--- config.mk ---
export PLATFORM = sky130hd
export DESIGN_NAME = neville_lagrange_interpolator
export DESIGN_NICKNAME = d
export VERILOG_FILES = /design/src/design/nli_pkg.sv /design/src/design/nli_ram.sv /design/src/design/nli_div.sv /design/src/design/nli_mul.sv /design/src/design/neville_lagrange_interpolator.sv
export SDC_FILE = /design/constraint.sdc
export NUM_CORES = 2
export LEC_CHECK = 0
export BUFFER_PORTS_ARGS = -buffer_cell sky130_fd_sc_hd__buf_2
export CAP_MARGIN = 10
export CELL_PAD_IN_SITES_DETAIL_PLACEMENT = 1
export CELL_PAD_IN_SITES_GLOBAL_PLACEMENT = 1
export CORE_MARGIN = 2
export CORE_UTILIZATION = 40
export CTS_CLUSTER_SIZE = 24
export DETAILED_ROUTE_END_ITERATION = 8
export PLACE_DENSITY_LB_ADDON = 0.12
export RECOVER_POWER = 50
export SYNTH_ARGS = -nofsm -noshare
export SYNTH_HDL_FRONTEND = slang
export SYNTH_SLANG_ARGS = --single-unit
--- constraint.sdc ---
create_clock -name clk -period 20.6 [get_ports clk]
set_input_delay 6.18 -clock clk [delete_from_list [all_inputs] [get_ports clk]]
set_output_delay 6.18 -clock clk [all_outputs]
set_load 0.1 [all_outputs]
--- src/design/nli_pkg.sv ---
// ----------------------------------------------------------------------------
// nli_pkg: shared constants of the Neville interpolator
// Field widths, internal word widths and divider stepping that the top level,
// the divider and the multiplier all rely on.
// ----------------------------------------------------------------------------
package nli_pkg;

  // Payload field widths.
  localparam int SMP_W       = 32;  // sample and result, signed Q8.24
  localparam int POS_W       = 21;  // query position, unsigned Q5.16
  localparam int IN_TDATA_W  = 56;  // sample, position, zero pad to bytes
  localparam int OUT_TDATA_W = 32;  // interpolated value

  // Correction columns are signed Q24.24 words.
  localparam int CORR_W = 48;

  // Divider word: magnitude of a column difference plus rounding offset.
  localparam int DIV_W    = 50;
  localparam int DIV_STEP = 2;      // quotient bits resolved per cycle

  // The multiplier splits its wide operand into two halves.
  localparam int HALF_W = DIV_W / 2;

  // Products are taken in Q.16 and rounded back by this many bits.
  localparam int FRAC_SH = 16;

endpackage

--- src/design/nli_ram.sv ---
// ----------------------------------------------------------------------------
// nli_ram: generic single-write, single-read RAM
// One write port and one read port; the read data is registered.
// ----------------------------------------------------------------------------
module nli_ram #(
  parameter int WIDTH = 32,
  parameter int DEPTH = 4
) (
  input  logic                     clk,
  input  logic                     we,
  input  logic [$clog2(DEPTH)-1:0] waddr,
  input  logic [WIDTH-1:0]         wdata,
  input  logic [$clog2(DEPTH)-1:0] raddr,
  output logic [WIDTH-1:0]         rdata
);

  logic [WIDTH-1:0] mem_r [DEPTH];
  logic [WIDTH-1:0] rdata_r;

  always_ff @(posedge clk) begin
    if (we) begin
      mem_r[waddr] <= wdata;
    end
    rdata_r <= mem_r[raddr];
  end

  assign rdata = rdata_r;

endmodule

--- src/design/nli_div.sv ---
// ----------------------------------------------------------------------------
// nli_div: iterative divider by a small negated order
// Computes round(w / -m), half away from zero, by long division of |w| + m/2,
// resolving DIV_STEP quotient bits per cycle.
// ----------------------------------------------------------------------------
module nli_div
  import nli_pkg::*;
#(
  parameter int M_W = 2
) (
  input  logic                    clk,
  input  logic                    rst_n,
  input  logic                    start,
  input  logic signed [CORR_W:0]  w,
  input  logic [M_W-1:0]          m,
  output logic                    done,
  output logic signed [DIV_W-1:0] den
);

  localparam int ITERS = DIV_W / DIV_STEP;
  localparam int CNT_W = $clog2(ITERS + 1);

  logic [DIV_W-1:0] num_r, num_nxt;
  logic [M_W-1:0]   rem_r, rem_nxt;
  logic [M_W-1:0]   m_r;
  logic [CNT_W-1:0] cnt_r;
  logic             neg_r;
  logic             busy_r;
  logic             done_r;

  logic             w_neg;
  logic [CORR_W:0]  w_mag;
  logic [DIV_W-1:0] numer;

  assign w_neg = w[CORR_W];
  assign w_mag = w_neg ? (CORR_W + 1)'(-w) : (CORR_W + 1)'(w);
  assign numer = DIV_W'(w_mag) + DIV_W'(m >> 1);

  // Restoring long division; the remainder always stays below the divisor.
  always_comb begin
    logic [M_W:0] trial;
    num_nxt = num_r;
    rem_nxt = rem_r;
    for (int s = 0; s < DIV_STEP; s++) begin
      trial   = {rem_nxt, num_nxt[DIV_W-1]};
      num_nxt = {num_nxt[DIV_W-2:0], 1'b0};
      if (trial >= {1'b0, m_r}) begin
        trial      = trial - {1'b0, m_r};
        num_nxt[0] = 1'b1;
      end
      rem_nxt = trial[M_W-1:0];
    end
  end

  always_ff @(posedge clk) begin
    if (!rst_n) begin
      busy_r <= 1'b0;
      done_r <= 1'b0;
      cnt_r  <= '0;
    end else begin
      done_r <= 1'b0;
      if (start) begin
        busy_r <= 1'b1;
        cnt_r  <= CNT_W'(ITERS);
      end else if (busy_r) begin
        cnt_r <= cnt_r - 1'b1;
        if (cnt_r == CNT_W'(1)) begin
          busy_r <= 1'b0;
          done_r <= 1'b1;
        end
      end
    end
  end

  always_ff @(posedge clk) begin
    if (start) begin
      num_r <= numer;
      rem_r <= '0;
      m_r   <= m;
      neg_r <= w_neg;
    end else if (busy_r) begin
      num_r <= num_nxt;
      rem_r <= rem_nxt;
    end
  end

  // The quotient holds after completion until the next start.
  assign den  = neg_r ? $signed(num_r) : -$signed(num_r);
  assign done = done_r;

endmodule

--- src/design/nli_mul.sv ---
// ----------------------------------------------------------------------------
// nli_mul: shared Q.16 product unit
// Forms (a * h) >> 16, rounded half away from zero and saturated to a
// correction word, from two partial products of a half-width multiplier.
// ----------------------------------------------------------------------------
module nli_mul
  import nli_pkg::*;
#(
  parameter int H_W = 22
) (
  input  logic                     clk,
  input  logic                     rst_n,
  input  logic                     start,
  input  logic signed [DIV_W-1:0]  a,
  input  logic signed [H_W-1:0]    h,
  output logic                     done,
  output logic signed [CORR_W-1:0] prod
);

  localparam int UH_W  = H_W - 1;
  localparam int PP_W  = HALF_W + UH_W;
  localparam int ACC_W = DIV_W + UH_W;
  localparam int R_W   = ACC_W + 1 - FRAC_SH;

  localparam logic [ACC_W:0]         RND_HALF = (ACC_W + 1)'(1) << (FRAC_SH - 1);
  localparam logic signed [CORR_W-1:0] MAX_C  = {1'b0, {(CORR_W - 1){1'b1}}};
  localparam logic signed [CORR_W-1:0] MIN_C  = {1'b1, {(CORR_W - 1){1'b0}}};

  logic [DIV_W-1:0] ua_r;
  logic [UH_W-1:0]  uh_r;
  logic             neg_r;
  logic [PP_W-1:0]  pp_r;
  logic [ACC_W-1:0] acc_r;
  logic [1:0]       phase_r;
  logic             busy_r;
  logic             done_r;
  logic signed [CORR_W-1:0] prod_r;

  logic [HALF_W-1:0] half_op;
  logic [PP_W-1:0]   pp_now;
  logic [ACC_W:0]    rounded;
  logic [R_W-1:0]    mag;
  logic              too_big;
  logic signed [CORR_W-1:0] result;

  // Low half in the first phase, high half in the second.
  assign half_op = (phase_r == 2'd0) ? ua_r[HALF_W-1:0] : ua_r[DIV_W-1:HALF_W];
  assign pp_now  = PP_W'(half_op) * PP_W'(uh_r);

  assign rounded = (ACC_W + 1)'(acc_r) + RND_HALF;
  assign mag     = rounded[ACC_W:FRAC_SH];
  assign too_big = |mag[R_W-1:CORR_W-1];

  always_comb begin
    if (too_big) begin
      result = neg_r ? MIN_C : MAX_C;
    end else if (neg_r) begin
      result = -$signed({1'b0, mag[CORR_W-2:0]});
    end else begin
      result = $signed({1'b0, mag[CORR_W-2:0]});
    end
  end

  always_ff @(posedge clk) begin
    if (!rst_n) begin
      busy_r  <= 1'b0;
      done_r  <= 1'b0;
      phase_r <= 2'd0;
    end else begin
      done_r <= 1'b0;
      if (start) begin
        busy_r  <= 1'b1;
        phase_r <= 2'd0;
      end else if (busy_r) begin
        phase_r <= phase_r + 2'd1;
        if (phase_r == 2'd3) begin
          busy_r <= 1'b0;
          done_r <= 1'b1;
        end
      end
    end
  end

  always_ff @(posedge clk) begin
    if (start) begin
      ua_r  <= a[DIV_W-1] ? DIV_W'(-a) : DIV_W'(a);
      uh_r  <= h[H_W-1] ? UH_W'(-h) : UH_W'(h);
      neg_r <= a[DIV_W-1] ^ h[H_W-1];
    end else if (busy_r) begin
      unique case (phase_r)
        2'd0: pp_r <= pp_now;
        2'd1: begin
          acc_r <= ACC_W'(pp_r);
          pp_r  <= pp_now;
        end
        2'd2: acc_r <= acc_r + (ACC_W'(pp_r) << HALF_W);
        2'd3: prod_r <= result;
        default: pp_r <= pp_r;
      endcase
    end
  end

  assign prod = prod_r;
  assign done = done_r;

endmodule

--- src/design/neville_lagrange_interpolator.sv ---
// ----------------------------------------------------------------------------
// neville_lagrange_interpolator: Neville polynomial interpolation
// Loads a window of samples at nodes 1..WINDOW and evaluates the polynomial
// through them at a query position with Neville's recurrence.
// ----------------------------------------------------------------------------
// Usage. Each input word carries one signed Q8.24 sample in in_tdata; it is
// stored at the next node, and words beyond WINDOW are dropped. The word
// with in_tlast set also carries the Q5.16 query position and starts an
// evaluation; one result word (value and clip flag) then leaves on out_*.
// Sample words are taken one per cycle. After the last word the block is
// busy until the result is offered. The evaluation time is set by the
// shared divider, which resolves two quotient bits per cycle, and the
// shared multiplier, which forms each correction from two partial products;
// the divider serves once and the multiplier twice in each of the
// W*(W-1)/2 recurrence steps (W = WINDOW). in_tready is low during evaluation.
// The result sits in an output register, so a new window may be loaded while
// the receiver stalls; a finished evaluation waits until that register is
// free. Reset empties the window count and the output register; the sample
// store and the correction columns hold no defined value until written.
// ----------------------------------------------------------------------------
module neville_lagrange_interpolator
  import nli_pkg::*;
#(
  parameter int SEMI_WINDOW = 2
) (
  input  logic                   clk,
  input  logic                   rst_n,
  // Input channel.
  input  logic                   in_tvalid,
  output logic                   in_tready,
  input  logic [IN_TDATA_W-1:0]  in_tdata,   // [31:0] sample_value, [52:32] query_position
  input  logic                   in_tlast,   // last_sample
  // Result channel.
  output logic                   out_tvalid,
  input  logic                   out_tready,
  output logic [OUT_TDATA_W-1:0] out_tdata,  // [31:0] interpolated_value
  output logic                   out_tuser   // [0] saturated
);

  localparam int WINDOW = 2 * SEMI_WINDOW;
  localparam int KW     = $clog2(WINDOW);
  localparam int LCW    = $clog2(WINDOW + 1);
  localparam int NODE_W = $clog2(WINDOW + 1) + FRAC_SH;
  localparam int H_W    = ((NODE_W > POS_W) ? NODE_W : POS_W) + 1;
  localparam int ACC_W  = CORR_W + KW + 1;

  localparam logic [KW-1:0] LAST_IDX = KW'(WINDOW - 1);
  localparam logic signed [ACC_W-1:0] RES_MAX = ACC_W'($signed(32'h7FFF_FFFF));
  localparam logic signed [ACC_W-1:0] RES_MIN = ACC_W'($signed(32'h8000_0000));

  // Sequencer states, one-hot.
  typedef enum logic [9:0] {
    S_LOAD    = 10'b00_0000_0001,
    S_INIT_RD = 10'b00_0000_0010,
    S_INIT_WR = 10'b00_0000_0100,
    S_RD      = 10'b00_0000_1000,
    S_DIV_GO  = 10'b00_0001_0000,
    S_DIV     = 10'b00_0010_0000,
    S_MUL_D   = 10'b00_0100_0000,
    S_MUL_C   = 10'b00_1000_0000,
    S_ACC_RD  = 10'b01_0000_0000,
    S_ACC     = 10'b10_0000_0000
  } seq_state_t;

  // The emit step shares the accumulate state's code; emit_r tells the two apart.
  localparam seq_state_t S_EMIT_CODE = S_ACC;

  function automatic logic [NODE_W-1:0] node_of(input logic [KW-1:0] k);
    node_of = NODE_W'({1'b0, k} + (KW + 1)'(1)) << FRAC_SH;
  endfunction

  seq_state_t state_r, state_nxt;
  logic             emit_r, emit_nxt;
  logic [LCW-1:0]   load_cnt_r, load_cnt_nxt;
  logic [POS_W-1:0] pos_r, pos_nxt;
  logic [KW-1:0]    idx_r, idx_nxt;
  logic [KW-1:0]    ord_r, ord_nxt;
  logic [KW-1:0]    ns_r, ns_nxt;
  logic [H_W-1:0]   best_r, best_nxt;
  logic signed [ACC_W-1:0] res_r, res_nxt;
  logic             out_tvalid_r, out_tvalid_nxt;
  logic [SMP_W-1:0] out_data_r, out_data_nxt;
  logic             out_sat_r, out_sat_nxt;

  // Memory ports.
  logic              smp_we;
  logic [SMP_W-1:0]  smp_rdata;
  logic              c_we, d_we;
  logic [KW-1:0]     c_raddr, d_raddr;
  logic [CORR_W-1:0] c_wdata, d_wdata;
  logic [CORR_W-1:0] c_rdata, d_rdata;

  // Shared units.
  logic                     div_start, div_done;
  logic signed [CORR_W:0]   diff_w;
  logic signed [DIV_W-1:0]  div_den;
  logic                     mul_start, mul_done;
  logic signed [H_W-1:0]    mul_h;
  logic signed [CORR_W-1:0] mul_prod;

  // Offsets of the current nodes from the query position.
  logic signed [H_W-1:0] h_lo, h_hi;
  logic [H_W-1:0]        node_gap;
  logic [KW-1:0]         last_i;
  logic                  take_upper;
  logic                  in_acc;
  logic                  out_free;
  logic                  sat_hi, sat_lo;

  assign in_acc   = in_tvalid && in_tready;
  assign out_free = !out_tvalid_r || out_tready;

  assign h_lo     = $signed(H_W'(node_of(idx_r))) - $signed(H_W'(pos_r));
  assign h_hi     = $signed(H_W'(node_of(idx_r + ord_r))) - $signed(H_W'(pos_r));
  assign node_gap = h_lo[H_W-1] ? H_W'(-h_lo) : H_W'(h_lo);

  assign last_i = LAST_IDX - ord_r;

  // Take the upper correction while the start node sits in the lower half.
  assign take_upper = {ns_r, 1'b0} < ((KW + 1)'(WINDOW) - {1'b0, ord_r});

  assign c_raddr = (state_r == S_ACC_RD) ? ns_r : idx_r + KW'(1);
  assign d_raddr = (state_r == S_ACC_RD) ? ns_r - KW'(1) : idx_r;

  assign diff_w = (CORR_W + 1)'($signed(c_rdata)) - (CORR_W + 1)'($signed(d_rdata));
  assign mul_h  = (state_r == S_DIV) ? h_hi : h_lo;

  assign sat_hi = res_r > RES_MAX;
  assign sat_lo = res_r < RES_MIN;

  always_comb begin
    state_nxt      = state_r;
    emit_nxt       = emit_r;
    load_cnt_nxt   = load_cnt_r;
    pos_nxt        = pos_r;
    idx_nxt        = idx_r;
    ord_nxt        = ord_r;
    ns_nxt         = ns_r;
    best_nxt       = best_r;
    res_nxt        = res_r;
    out_data_nxt   = out_data_r;
    out_sat_nxt    = out_sat_r;
    out_tvalid_nxt = out_tvalid_r && !out_tready;
    smp_we         = 1'b0;
    c_we           = 1'b0;
    d_we           = 1'b0;
    c_wdata        = mul_prod;
    d_wdata        = mul_prod;
    div_start      = 1'b0;
    mul_start      = 1'b0;

    unique case (state_r)
      S_LOAD: begin
        if (in_acc) begin
          if (load_cnt_r < LCW'(WINDOW)) begin
            smp_we       = 1'b1;
            load_cnt_nxt = load_cnt_r + LCW'(1);
          end
          if (in_tlast) begin
            load_cnt_nxt = '0;
            pos_nxt      = in_tdata[SMP_W +: POS_W];
            idx_nxt      = '0;
            state_nxt    = S_INIT_RD;
          end
        end
      end

      S_INIT_RD: state_nxt = S_INIT_WR;

      // Copy a sample into both columns and track the nearest node; the
      // first node that reaches the minimum distance is kept.
      S_INIT_WR: begin
        c_we    = 1'b1;
        d_we    = 1'b1;
        c_wdata = CORR_W'($signed(smp_rdata));
        d_wdata = CORR_W'($signed(smp_rdata));
        if (idx_r == '0 || node_gap < best_r) begin
          best_nxt = node_gap;
          ns_nxt   = idx_r;
          res_nxt  = ACC_W'($signed(smp_rdata));
        end
        if (idx_r == LAST_IDX) begin
          idx_nxt   = '0;
          ord_nxt   = KW'(1);
          state_nxt = S_RD;
        end else begin
          idx_nxt   = idx_r + KW'(1);
          state_nxt = S_INIT_RD;
        end
      end

      S_RD: state_nxt = S_DIV_GO;

      S_DIV_GO: begin
        div_start = 1'b1;
        state_nxt = S_DIV;
      end

      // Lower correction first: den times the offset of the far node.
      S_DIV: begin
        if (div_done) begin
          mul_start = 1'b1;
          state_nxt = S_MUL_D;
        end
      end

      S_MUL_D: begin
        if (mul_done) begin
          d_we      = 1'b1;
          mul_start = 1'b1;
          state_nxt = S_MUL_C;
        end
      end

      S_MUL_C: begin
        if (mul_done) begin
          c_we = 1'b1;
          if (idx_r == last_i) begin
            state_nxt = S_ACC_RD;
          end else begin
            idx_nxt   = idx_r + KW'(1);
            state_nxt = S_RD;
          end
        end
      end

      S_ACC_RD: state_nxt = S_ACC;

      // Add this order's correction; stepping down the lower column moves
      // the path one node to the left.
      S_ACC: begin
        if (emit_r) begin
          if (out_free) begin
            out_tvalid_nxt = 1'b1;
            out_data_nxt   = sat_hi ? 32'h7FFF_FFFF :
                             sat_lo ? 32'h8000_0000 : res_r[SMP_W-1:0];
            out_sat_nxt    = sat_hi || sat_lo;
            emit_nxt       = 1'b0;
            state_nxt      = S_LOAD;
          end
        end else begin
          res_nxt = res_r + (take_upper ? ACC_W'($signed(c_rdata))
                                        : ACC_W'($signed(d_rdata)));
          if (!take_upper) begin
            ns_nxt = ns_r - KW'(1);
          end
          if (ord_r == LAST_IDX) begin
            emit_nxt  = 1'b1;
            state_nxt = S_EMIT_CODE;
          end else begin
            ord_nxt   = ord_r + KW'(1);
            idx_nxt   = '0;
            state_nxt = S_RD;
          end
        end
      end

      default: state_nxt = S_LOAD;
    endcase
  end

  always_ff @(posedge clk) begin
    if (!rst_n) begin
      state_r      <= S_LOAD;
      emit_r       <= 1'b0;
      load_cnt_r   <= '0;
      out_tvalid_r <= 1'b0;
    end else begin
      state_r      <= state_nxt;
      emit_r       <= emit_nxt;
      load_cnt_r   <= load_cnt_nxt;
      out_tvalid_r <= out_tvalid_nxt;
    end
  end

  always_ff @(posedge clk) begin
    pos_r      <= pos_nxt;
    idx_r      <= idx_nxt;
    ord_r      <= ord_nxt;
    ns_r       <= ns_nxt;
    best_r     <= best_nxt;
    res_r      <= res_nxt;
    out_data_r <= out_data_nxt;
    out_sat_r  <= out_sat_nxt;
  end

  nli_ram #(
    .WIDTH (SMP_W),
    .DEPTH (WINDOW)
  ) u_smp_ram (
    .clk   (clk),
    .we    (smp_we),
    .waddr (load_cnt_r[KW-1:0]),
    .wdata (in_tdata[SMP_W-1:0]),
    .raddr (idx_r),
    .rdata (smp_rdata)
  );

  nli_ram #(
    .WIDTH (CORR_W),
    .DEPTH (WINDOW)
  ) u_upper_ram (
    .clk   (clk),
    .we    (c_we),
    .waddr (idx_r),
    .wdata (c_wdata),
    .raddr (c_raddr),
    .rdata (c_rdata)
  );

  nli_ram #(
    .WIDTH (CORR_W),
    .DEPTH (WINDOW)
  ) u_lower_ram (
    .clk   (clk),
    .we    (d_we),
    .waddr (idx_r),
    .wdata (d_wdata),
    .raddr (d_raddr),
    .rdata (d_rdata)
  );

  nli_div #(
    .M_W (KW)
  ) u_div (
    .clk   (clk),
    .rst_n (rst_n),
    .start (div_start),
    .w     (diff_w),
    .m     (ord_r),
    .done  (div_done),
    .den   (div_den)
  );

  // The divider holds its quotient, so both products read it directly.
  nli_mul #(
    .H_W (H_W)
  ) u_mul (
    .clk   (clk),
    .rst_n (rst_n),
    .start (mul_start),
    .a     (div_den),
    .h     (mul_h),
    .done  (mul_done),
    .prod  (mul_prod)
  );

  assign in_tready  = (state_r == S_LOAD);
  assign out_tvalid = out_tvalid_r;
  assign out_tdata  = out_data_r;
  assign out_tuser  = out_sat_r;

endmodule
==> reports/summary.txt <==
outcome = complete, but fails checks
failing checks = capacitance limit, slew limit
flops & latches, synth = 1076
Max stage delay on crit path = 1.34 ns
die area = 0.1893 sq mm
Critical Path End Type = register
count of hold-fix buffers inserted at cts = 0
GRT Overall Usage = 23.06%
Final Max Tran Viols = 785
CTS tree = yes
CTS resizes = 0
Routed Wire Length = 219.5 mm
pin count of the biggest net entering global routing = 87
drt wl/cell = 22.70 microns
metal3 WL = 8.193 mm
placed cells = 9437
# rows = 158
initial DRC count = 3149
post-CTS setup buffers = 0
# DRC = 0
warnings from Yosys = 0
Critical Path RT = 21.12 ns
Async S/R FF share, synth = 0%
Detailed Routing Iterations Pass 1 = 6
CP Data Arrival Time = 11.01 ns
final-layout fill cell count = 20340
CTS max path bufs = 3
setup TNS = 0 ns
CP max-delay cell = clkbuf_1
CP most frequent cell = fa_1
final setup vio count = 0
num ports = 96
DR vias = 52970
syn nets = 8003
metal1 wirelength = 103.9 mm
Final Hold Viols = 0
Netlist cell types = 120
Crit Path Max Fanout = 26
layout cell share with drive strength beyond 1 = 7.672%
worst reg2reg setup slack = 10.10 ns
remaining global-route overflow = 0
cell taking the most area after synthesis = edfxtp_1
initial antenna violation count = 10
DIE HEIGHT = 435.0 microns
Post-Place Worst Slack = 11.25 ns
Hold WC Path Type = register to register
pwr dens = 122.8 mW/mm^2
area grow syn2layout = 9.105%
Initial Util = 40.16%
Placer Congestion = 0.8666
fin crit period = 10.50 ns
Seq/Total Area, Yosys = 41.38%
Max IR drop VDD = 206.6 uV
first-pass GRT wire length = 339.3 mm
Slew HR = -188.8%
Skew-Pair Late Insertion Delay = 0.79 ns
P_leak = 32.18 nW
top post-synthesis cells by area = edfxtp_1 (37%), fa_1 (12%), ha_1 (6.0%), nand2_1 (4.7%), dfxtp_1 (4.2%)
RSZ-0062 raised after global routing = false
final period utilization = 50.95%
Nets = 7934
Syn Area/Cell = 10.40 sq um
Mapped Area = 0.07432 sq mm
maximum clock frequency = 95.28 MHz
Core Region = 0.1850 sq mm
Die Wd = 435.0 microns
DR top layer = met5
skew final = 0.08585 ns
Max H-tree Level = 3
Synth Instances = 7147
synth cell count leaders = nand2_1 (925), edfxtp_1 (920), inv_1 (654), fa_1 (437), ha_1 (358)
CTS root buf = clkbuf_16
Met2 Wirelength = 103.1 mm
Sinks on Clock Net = 1076
CP Launch Type = register
Routed Antenna Nets = 0
count leader, synth = nand2_1
vias in the first global route = 55670
TritonCTS buffer count = 118
clk slew on worst S/H paths = 0.06 ns
Crit Path Category = register to register
ys flop type = edfxtp_1
vias per std cell = 5.477
area share of the leading cell type in the synthesized netlist = 37.17%
DP HPWL = 164.8 mm
final non-filler cell total = 9670
number of max-cap violations = 18
measured slew at the worst slew-check pin = 4.332 ns
number of synthesized flops with an enable pin = 920
number of I/O port buffers = 92
setup ws final = 10.10 ns
layout make-up:
type | count | area (sq um) | share of cell area (%)
multi-input combinational | 5069 | 39820 | 49.11
tap | 2480 | 3103 | 3.827
clock buffer | 174 | 3323 | 4.098
sequential | 1076 | 30750 | 37.92
inverter | 655 | 2459 | 3.032
clock inverter | 50 | 719.4 | 0.8873
timing repair buffer | 158 | 892.1 | 1.100
antenna | 8 | 20.02 | 0.02469
routing by layer:
layer / up-vias / global-route usage [%]
met5: - / 0
met4: 4 / 5.141
met1: 27260 / 32.96
met3: 221 / 2.310
met2: 814 / 37.83
li1: 24660 / -
critical path, delay by kind of cell (launching register included):
kind,cells,cell delay [ns]
xor gates and xnor gates,1,0.09
DFF,1,0.35
buffers and inverters,6,1.66
adders and majority gates,9,3.88
muxes,1,0.89
AOI/OAI and AO/OA,10,2.69
and+or+nand+nor,4,0.61
kinds of logic after synthesis:
kind of cell	Yosys count	share of synthesized area, %
adders and majority gates	795	17.80
AOI/OAI and AO/OA	1308	11.39
and+or+nand+nor	2302	15.37
DFF	1076	41.38
buffers and inverters	1002	5.164
muxes	202	3.426
xor gates and xnor gates	462	5.483
final timing paths:
check	depth (start not counted)	endpoint	from
setup / recovery	31	u_mul.pp_r[45]$_DFFE_PP_	u_mul.phase_r[0]$_SDFFE_PP0P_
setup reg to reg	31	u_mul.pp_r[45]$_DFFE_PP_	u_mul.phase_r[0]$_SDFFE_PP0P_
hold / removal	2	load_cnt_r[2]$_SDFFE_PN0P_	load_cnt_r[2]$_SDFFE_PN0P_
hold reg to reg	2	load_cnt_r[2]$_SDFFE_PN0P_	load_cnt_r[2]$_SDFFE_PN0P_
flip-flops by register name, summed over array words and instances, names as in the netlist, 22 cells and up:
register / flops
best_r: 22
out_tdata: 32
res_r: 51
u_div.num_r: 50
u_lower_ram.mem_r: 192
u_lower_ram.rdata: 48
u_mul.acc_r: 56
u_mul.pp_r: 46
u_mul.prod: 48
u_mul.ua_r: 50
u_smp_ram.mem_r: 128
u_smp_ram.rdata: 32
u_upper_ram.mem_r: 192
u_upper_ram.rdata: 48
cell usage in the layout (no fill, tap or decap), types with 151 or more instances in the layout:
master    count
xnor2_1     306
o21ai_0     253
ha_1        358
xor2_1      151
nand2_1     925
a21oi_1     341
and2_1      343
nor2_1      322
edfxtp_1    920
inv_1       653
dfxtp_1     156
fa_1        437
power breakdown:
group | internal (mW) | total, mW | switching (mW)
sequential | 2.57 | 2.82 | 0.251
combinational | 1.80 | 4.94 | 3.13
clock | 1.28 | 2.19 | 0.911
stage by stage:
step	utilization (%)	cell area, sq um	total power [mW]	hold WS (ns)
after CTS	43.87	81170	10.02	0.5024
after global placement	41.68	77130	7.698	0.4741
after detailed placement	41.68	77130	7.795	0.4888
after floorplan	-	74320	6.395	0.4515
final	43.82	81080	9.954	0.5007
after global routing	43.81	81060	10.62	0.5194
Note: power is estimated with default switching activity, not from simulation.
